$ cat src/rtl/sbtf_pkg.sv
package sbtf_pkg;

    // field widths of one input word and one result word
    localparam int SAMPLE_W = 10;
    localparam int BYTE_W   = 8;
    localparam int DROP_W   = 2;
    localparam int LEVEL_W  = 5;

    // operation codes
    localparam logic OP_PUSH = 1'b0;
    localparam logic OP_POP  = 1'b1;

    // controller states
    typedef enum logic [2:0] {
        ST_IDLE,
        ST_WR_LO,
        ST_WR_HI,
        ST_RD,
        ST_FIN_PUSH,
        ST_FIN_POP
    } sbtf_state_t;

    // commands from controller to datapath
    typedef struct packed {
        logic load;
        logic wr_lo;
        logic wr_hi;
        logic rd;
        logic fin_push;
        logic fin_pop;
    } sbtf_cmd_t;

endpackage

$ cat src/rtl/sbtf_ram.sv
module sbtf_ram #(
    parameter int WIDTH = 8,
    parameter int DEPTH = 32
) (
    input  logic                     clk,
    input  logic                     we,
    input  logic [$clog2(DEPTH)-1:0] waddr,
    input  logic [WIDTH-1:0]         wdata,
    input  logic [$clog2(DEPTH)-1:0] raddr,
    output logic [WIDTH-1:0]         rdata
);

    logic [WIDTH-1:0] mem [DEPTH];
    logic [WIDTH-1:0] rdata_reg;

    // one write port, registered read port
    always_ff @(posedge clk)
    begin
        if (we)
        begin
            mem[waddr] <= wdata;
        end
        rdata_reg <= mem[raddr];
    end

    assign rdata = rdata_reg;

endmodule

$ cat src/rtl/sbtf_ctrl.sv
module sbtf_ctrl (
    input  logic                clk,
    input  logic                rst_n,
    input  logic                start,
    input  logic                operation,
    output logic                busy,
    output sbtf_pkg::sbtf_cmd_t cmd
);

    sbtf_pkg::sbtf_state_t state_reg;
    sbtf_pkg::sbtf_state_t state_next;

    // state register
    always_ff @(posedge clk or negedge rst_n)
    begin
        if (!rst_n)
        begin
            state_reg <= sbtf_pkg::ST_IDLE;
        end
        else
        begin
            state_reg <= state_next;
        end
    end

    // next state
    always_comb
    begin
        state_next = state_reg;
        case (state_reg)
            sbtf_pkg::ST_IDLE:
            begin
                if (start)
                begin
                    if (operation == sbtf_pkg::OP_POP)
                    begin
                        state_next = sbtf_pkg::ST_RD;
                    end
                    else
                    begin
                        state_next = sbtf_pkg::ST_WR_LO;
                    end
                end
            end
            sbtf_pkg::ST_WR_LO:    state_next = sbtf_pkg::ST_WR_HI;
            sbtf_pkg::ST_WR_HI:    state_next = sbtf_pkg::ST_FIN_PUSH;
            sbtf_pkg::ST_RD:       state_next = sbtf_pkg::ST_FIN_POP;
            sbtf_pkg::ST_FIN_PUSH: state_next = sbtf_pkg::ST_IDLE;
            sbtf_pkg::ST_FIN_POP:  state_next = sbtf_pkg::ST_IDLE;
            default:               state_next = sbtf_pkg::ST_IDLE;
        endcase
    end

    // command outputs
    always_comb
    begin
        cmd  = '0;
        busy = 1'b1;
        case (state_reg)
            sbtf_pkg::ST_IDLE:
            begin
                busy     = 1'b0;
                cmd.load = start;
            end
            sbtf_pkg::ST_WR_LO:    cmd.wr_lo    = 1'b1;
            sbtf_pkg::ST_WR_HI:    cmd.wr_hi    = 1'b1;
            sbtf_pkg::ST_RD:       cmd.rd       = 1'b1;
            sbtf_pkg::ST_FIN_PUSH: cmd.fin_push = 1'b1;
            sbtf_pkg::ST_FIN_POP:  cmd.fin_pop  = 1'b1;
            default:               busy         = 1'b1;
        endcase
    end

endmodule

$ cat src/rtl/sbtf_dp.sv
module sbtf_dp #(
    parameter int DEPTH = 32
) (
    input  logic                          clk,
    input  logic                          rst_n,
    input  sbtf_pkg::sbtf_cmd_t           cmd,
    input  logic [sbtf_pkg::SAMPLE_W-1:0] sample,
    output logic                          done,
    output logic                          tx_valid,
    output logic [sbtf_pkg::BYTE_W-1:0]   tx_byte,
    output logic [sbtf_pkg::DROP_W-1:0]   dropped,
    output logic [sbtf_pkg::LEVEL_W-1:0]  fill_level
);

    localparam int PW = $clog2(DEPTH);
    localparam int FW = (PW + 1 > sbtf_pkg::LEVEL_W) ? PW + 1 : sbtf_pkg::LEVEL_W;
    localparam logic [PW-1:0] PTR_LAST  = PW'(DEPTH - 1);
    localparam logic [FW-1:0] DEPTH_FW  = FW'(DEPTH);

    logic [PW-1:0]                 wp_reg;
    logic [PW-1:0]                 rp_reg;
    logic [PW-1:0]                 wp_inc;
    logic [PW-1:0]                 rp_inc;
    logic                          full;
    logic                          empty;
    logic [FW-1:0]                 fill;
    logic [sbtf_pkg::SAMPLE_W-1:0] sample_reg;
    logic [sbtf_pkg::DROP_W-1:0]   lost_reg;
    logic                          pop_ok_reg;
    logic                          we;
    logic [sbtf_pkg::BYTE_W-1:0]   wdata;
    logic [sbtf_pkg::BYTE_W-1:0]   rdata;
    logic                          done_reg;
    logic                          tx_valid_reg;
    logic [sbtf_pkg::BYTE_W-1:0]   tx_byte_reg;
    logic [sbtf_pkg::DROP_W-1:0]   dropped_reg;
    logic [sbtf_pkg::LEVEL_W-1:0]  fill_reg;

    // pointer increment with wrap at the ring size
    assign wp_inc = (wp_reg == PTR_LAST) ? '0 : wp_reg + 1'b1;
    assign rp_inc = (rp_reg == PTR_LAST) ? '0 : rp_reg + 1'b1;
    assign full   = (wp_inc == rp_reg);
    assign empty  = (wp_reg == rp_reg);

    // bytes held, write minus read modulo ring size
    always_comb
    begin
        fill = FW'(wp_reg) - FW'(rp_reg);
        if (wp_reg < rp_reg)
        begin
            fill = fill + DEPTH_FW;
        end
    end

    // byte written this cycle: low byte, then high bits of the sample
    assign we    = cmd.wr_lo | cmd.wr_hi;
    assign wdata = cmd.wr_lo ? sample_reg[sbtf_pkg::BYTE_W-1:0]
                 : sbtf_pkg::BYTE_W'(sample_reg[sbtf_pkg::SAMPLE_W-1:sbtf_pkg::BYTE_W]);

    sbtf_ram #(
        .WIDTH (sbtf_pkg::BYTE_W),
        .DEPTH (DEPTH)
    ) u_ram (
        .clk   (clk),
        .we    (we),
        .waddr (wp_reg),
        .wdata (wdata),
        .raddr (rp_reg),
        .rdata (rdata)
    );

    // ring pointers
    always_ff @(posedge clk or negedge rst_n)
    begin
        if (!rst_n)
        begin
            wp_reg <= '0;
            rp_reg <= '0;
        end
        else if (we)
        begin
            wp_reg <= wp_inc;
            if (full)
            begin
                rp_reg <= rp_inc;
            end
        end
        else if (cmd.rd && !empty)
        begin
            rp_reg <= rp_inc;
        end
    end

    // per-word working registers
    always_ff @(posedge clk)
    begin
        if (cmd.load)
        begin
            sample_reg <= sample;
            lost_reg   <= '0;
        end
        else if (we && full)
        begin
            lost_reg <= lost_reg + 1'b1;
        end
        if (cmd.rd)
        begin
            pop_ok_reg <= !empty;
        end
    end

    // result strobe
    always_ff @(posedge clk or negedge rst_n)
    begin
        if (!rst_n)
        begin
            done_reg <= 1'b0;
        end
        else
        begin
            done_reg <= cmd.fin_push | cmd.fin_pop;
        end
    end

    // result payload
    always_ff @(posedge clk)
    begin
        if (cmd.fin_push)
        begin
            tx_valid_reg <= 1'b0;
            tx_byte_reg  <= '0;
            dropped_reg  <= lost_reg;
            fill_reg     <= fill[sbtf_pkg::LEVEL_W-1:0];
        end
        else if (cmd.fin_pop)
        begin
            tx_valid_reg <= pop_ok_reg;
            tx_byte_reg  <= pop_ok_reg ? rdata : '0;
            dropped_reg  <= '0;
            fill_reg     <= fill[sbtf_pkg::LEVEL_W-1:0];
        end
    end

    assign done       = done_reg;
    assign tx_valid   = tx_valid_reg;
    assign tx_byte    = tx_byte_reg;
    assign dropped    = dropped_reg;
    assign fill_level = fill_reg;

    // a delivered byte never comes with dropped bytes
    assert property (@(posedge clk) disable iff (!rst_n)
        done_reg && tx_valid_reg |-> dropped_reg == '0)
        else $error("pop result reports dropped bytes");

    // result strobe lasts one cycle
    assert property (@(posedge clk) disable iff (!rst_n)
        done_reg |=> !done_reg)
        else $error("result strobe longer than one cycle");

    // high byte write always follows the low byte write
    assert property (@(posedge clk) disable iff (!rst_n)
        cmd.wr_lo |=> cmd.wr_hi)
        else $error("high byte write missing after low byte");

    // ring never holds a full ring size of bytes
    assert property (@(posedge clk) disable iff (!rst_n)
        fill < DEPTH_FW)
        else $error("ring fill out of range");

endmodule

$ cat src/rtl/sample_byte_tx_fifo_unit.sv
// Byte transmit ring buffer with overwrite of the oldest byte. Pulse start
// while busy is low to issue a word: operation 0 pushes the 10-bit sample as
// a low byte then a high byte, dropping the oldest byte before a write that
// finds the ring full; operation 1 pops the oldest byte (tx_valid low when the
// ring is empty). Every word gives exactly one result, shown for one cycle
// with done high; the receiver cannot stall it and must take it then. A push
// steps through WR_LO, WR_HI, FIN_PUSH and a pop through RD, FIN_POP before the
// next accept, set by the two byte writes and the registered read of the single
// byte memory. The ring holds at most DEPTH-1 bytes; fill_level reports the low 5 bits of the count.
module sample_byte_tx_fifo_unit #(
    parameter int DEPTH = 32
) (
    input  logic                          clk,
    input  logic                          rst_n,
    input  logic                          start,
    output logic                          busy,
    input  logic                          operation,
    input  logic [sbtf_pkg::SAMPLE_W-1:0] sample,
    output logic                          done,
    output logic                          tx_valid,
    output logic [sbtf_pkg::BYTE_W-1:0]   tx_byte,
    output logic [sbtf_pkg::DROP_W-1:0]   dropped,
    output logic [sbtf_pkg::LEVEL_W-1:0]  fill_level
);

    sbtf_pkg::sbtf_cmd_t cmd;

    // sequencer
    sbtf_ctrl u_ctrl (
        .clk       (clk),
        .rst_n     (rst_n),
        .start     (start),
        .operation (operation),
        .busy      (busy),
        .cmd       (cmd)
    );

    // ring, pointers and result registers
    sbtf_dp #(
        .DEPTH (DEPTH)
    ) u_dp (
        .clk        (clk),
        .rst_n      (rst_n),
        .cmd        (cmd),
        .sample     (sample),
        .done       (done),
        .tx_valid   (tx_valid),
        .tx_byte    (tx_byte),
        .dropped    (dropped),
        .fill_level (fill_level)
    );

endmodule
$ cat config.mk
export PLATFORM = sky130hd
export DESIGN_NAME = sample_byte_tx_fifo_unit
export DESIGN_NICKNAME = d
export VERILOG_FILES = /design/src/rtl/sbtf_pkg.sv /design/src/rtl/sbtf_ram.sv /design/src/rtl/sbtf_ctrl.sv /design/src/rtl/sbtf_dp.sv /design/src/rtl/sample_byte_tx_fifo_unit.sv
export SDC_FILE = /design/constraint.sdc
export NUM_CORES = 1
export LEC_CHECK = 0
export ABC_AREA = 1
export BUFFER_PORTS_ARGS = -buffer_cell sky130_fd_sc_hd__buf_2
export CORE_ASPECT_RATIO = 1.1
export CORE_MARGIN = 5
export CORE_UTILIZATION = 44
export CTS_BUF_LIST = sky130_fd_sc_hd__clkbuf_16
export DETAILED_ROUTE_END_ITERATION = 12
export GPL_ROUTABILITY_DRIVEN = 0
export SYNTH_ARGS = -nofsm -noshare
export SYNTH_HDL_FRONTEND = slang
export SYNTH_SLANG_ARGS = --single-unit
$ cat constraint.sdc
create_clock -name clk -period 2.4 [get_ports clk]
set_clock_uncertainty 0.15 [all_clocks]
set_input_delay 0.24 -clock clk [delete_from_list [all_inputs] [get_ports clk]]
set_output_delay 0.24 -clock clk [all_outputs]
set_load 0.01 [all_outputs]
==> summary.txt <==
Route
  – Final ANT Viol Nets: 0
  – Met3 wire len: between 1.5 and 2 mm
  – First DRT Iteration DRCs: 758
  – Remaining DRCs: 0
  – Wire length on met2: 15.0 mm
  – Via count: between 8000 and 9000
  – Wire length on met1: around 13 mm
  – Uppermost routed layer: met4
  – WL/cell: just under 20 µm
  – First-pass DRT Iterations: 5
  – Post-Route WL: 30.7 mm
  – Vias per Instance: between 5 and 6

Layout
  – Share of cells above drive strength 1: between 10 and 15%
  – Post-layout instance area: 14700 µm²
  – # nets final: 1232
  – Fin cells: ~1600
  – Max FFs per register: 256
  – Diodes inserted: 0
  – Fill count: about 2500
  – Area added between synthesis and finish: 14.9%

Setup path
  – Worst path top cell family by delay: simple AND/OR/NAND/NOR gates
  – Crit-path max cell delay: around 500 ps
  – Reg-to-reg slack, setup: 280 ps
  – Worst Setup Path Type: reg -> reg
  – Worst Path Max Fanout: 8
  – Worst Path Required: about 2500 ps
  – CP Capture Type: register
  – Startpoint types: register
  – Slowest cell on the critical path: nor3_1
  – Worst EP arrival: 2180 ps
  – Worst path bufs/invs: 2
  – Crit-path cells: buf_4, nor3_1, nand2_1, inv_1

Clocking
  – Clk sinks: 307
  – Cts hold-fix bufs: 15
  – PostCTS Resize Cnt: 0
  – Clock root cell: clkbuf_16
  – H-tree levels: 1
  – CTS tree: yes
  – Longest Clk Path Bufs: 3
  – Cts bufs inserted: 30
  – Setup Fix Bufs, Post-CTS: 0
  – Clk slew on worst S/H paths: 70 ps
  – Worst-Skew Late Latency: 560 ps

Yosys
  – Top FF cell, synth: edfxtp_1
  – Post-Synthesis Cells: between 1000 and 1500
  – Synthesized cell area: between 10000 and 15000 µm²
  – Yosys top cell by area: edfxtp_1
  – Post-synth ARST share: around 4.6%
  – Distinct cells, synth: 33
  – Syn Nets: about 1200
  – Sequential area share after synthesis: between 70 and 80%
  – Area share of the largest cell type after synthesis: around 64%
  – Syn. warnings: 0
  – Synth Area per Inst: 11.3 µm²
  – Synth area leaders: edfxtp_1 (64%), nand2_1 (11%), nand3_1 (8.5%), dfxtp_1 (3.0%), dfrtp_1 (2.7%)
  – Synthesis-stage register bit count: 307
  – EDFF count, synth: approximately 270

Timing
  – Slew @ Worst Pin: around 730 ps
  – RSZ-0062 raised after global routing: false
  – Tmin final: about 2100 ps
  – Max_slew headroom: around half
  – Final hold violation count: 0
  – Final setup violation count: 0
  – Fmax: around 470 MHz
  – Count of final max-slew check failures: 0
  – Crit share post-route: between 80% and 90%
  – Fin Setup TNS: 0 ps

Power
  – PD cells: about 1200 nW/µm²
  – Leakage: around 0.0057 µW
  – Peak VDD IR: roughly 0.0011 V

Placement
  – # port buffers: 31
  – Post-Place Cells: 1527
  – Post-DP HPWL: approximately 18 mm
  – DP Area: roughly 14000 µm²

Global routing
  – Global-route wire length before repair: approximately 48 mm
  – Initial antenna violation count: 0
  – GRT Total Usage: between 10% and 20%
  – Total gr overflow: 0
  – Vias in the first global route: 8288
  – Largest net degree at the start of global routing: 72

Status
  – Status: complete, no violations

Flow run
  – Max cap viols: 0

Die
  – Initial Util: 44.5%
  – # IOs: 32
  – Die Wd: 172 µm
  – Die H: approximately 190 µm
  – FP Rows: 65
  – Core area: between 20000 and 30000 µm²
  – Die ar.: around 33000 µm²

Worst hold path
  – Tightest Hold Check Type: in -> reg
==> worst paths after layout <==
| kind | from | end | cells past startpoint |
|---|---|---|---|
| hold reg to reg | u_dp.u_ram.rdata[4] | u_dp.tx_byte[4] | 1 |
| max in group asynchronous | rst_n | u_dp.rp_reg[0] | 3 |
| setup reg to reg | u_dp.wp_reg[2] | u_dp.u_ram.mem[11][5] | 4 |
| hold / removal | sample[8] | u_dp.sample_reg[8] | 2 |
| min in group asynchronous | rst_n | u_dp.wp_reg[4] | 3 |
| setup / recovery | u_dp.wp_reg[2] | u_dp.u_ram.mem[11][5] | 4 |
==> logic make-up (layout without fill, tap and decap cells) <==
family	Yosys count	count (layout)	synth area share (%)
AO/OA/AOI/OAI	42	42	2.10
XOR/XNOR	5	5	0.402
adder cells (fa/ha/maj)	12	12	1.23
buffers and inverters	108	210	4.39
flip-flops	307	307	70.1
AND/OR/NAND/NOR	654	654	21.8
==> Yosys cell counts (2+ instances only) <==
| cell | number |
|---|---|
| nand2_2 | 3 |
| edfxtp_1 | 274 |
| o21a_1 | 8 |
| clkinv_1 | 3 |
| inv_2 | 5 |
| o21ai_0 | 9 |
| dfxtp_1 | 19 |
| ha_1 | 11 |
| buf_6 | 12 |
| a32o_1 | 7 |
| clkbuf_1 | 9 |
| buf_2 | 29 |
| nor2_4 | 2 |
| a21oi_1 | 17 |
| nor2_1 | 45 |
| nor3_1 | 2 |
| dfrtp_1 | 14 |
| nand2_1 | 376 |
| nand3_1 | 218 |
| nand4_1 | 4 |
| xor2_1 | 3 |
| inv_1 | 41 |
| buf_4 | 7 |
==> stage by stage <==
stage | setup WS, ps | total power (µW) | util (%) | hold slack, ps
floorplan | 381 | 11200 | - | -206
global placement | 290 | 13200 | 47.2 | 23.3
detailed placement | 276 | 13300 | 47.2 | 25.0
CTS | 275 | 17900 | 51.1 | 214
global route | 86.9 | 18800 | 51.1 | 220
finish | 285 | 17800 | 51.1 | 244
==> report_power, final <==
part           switching (µW)  total (µW)  internal, µW
logic                    4210        6040          1830
registers                 272        7120          6850
clock network            1970        4610          2630
total                    6460       17800         11300
==> layer usage <==
metal  global-route usage, %  vias up
met2                    31.8      227
li1                        -     4044
met3                    2.54       63
met1                    26.0     4099
met5                       0        -
met4                    5.84        0
==> cell usage in the layout (no fill, tap or decap), types with 2 or more instances in the layout <==
master         Yosys  layout
dfrtp_1           14      12
dlygate4sd3_1      0      15
nand2_1          376     376
edfxtp_1         274     274
inv_2              5       5
buf_2             29      31
ha_1              11      11
nor2_1            45      39
buf_4              7      52
clkbuf_16          0      34
nor3_1             2       2
nor2_2             1       7
buf_12             0       6
inv_4              1       2
dfxtp_1           19      19
o21a_1             8       8
nand3_1          218     218
a21oi_1           17      17
xor2_1             3       3
a32o_1             7       7
nand4_1            4       4
nor2_4             2       2
clkinv_1           3       9
o21ai_0            9       9
nand2_2            3       3
clkinv_2           0      10
inv_1             41      44
==> final cells by class <==
type | instances | area (µm²) | area share, %
clock buffers | 34 | 851 | 5.79
clock inverters | 22 | 128 | 0.869
inverters | 50 | 190 | 1.30
multi-input cells | 713 | 3270 | 22.3
flip-flops and latches | 307 | 8960 | 61.0
well taps | 368 | 460 | 3.14
repair buffers | 104 | 816 | 5.56
No activity file was read; power rests on OpenSTA's default activity.
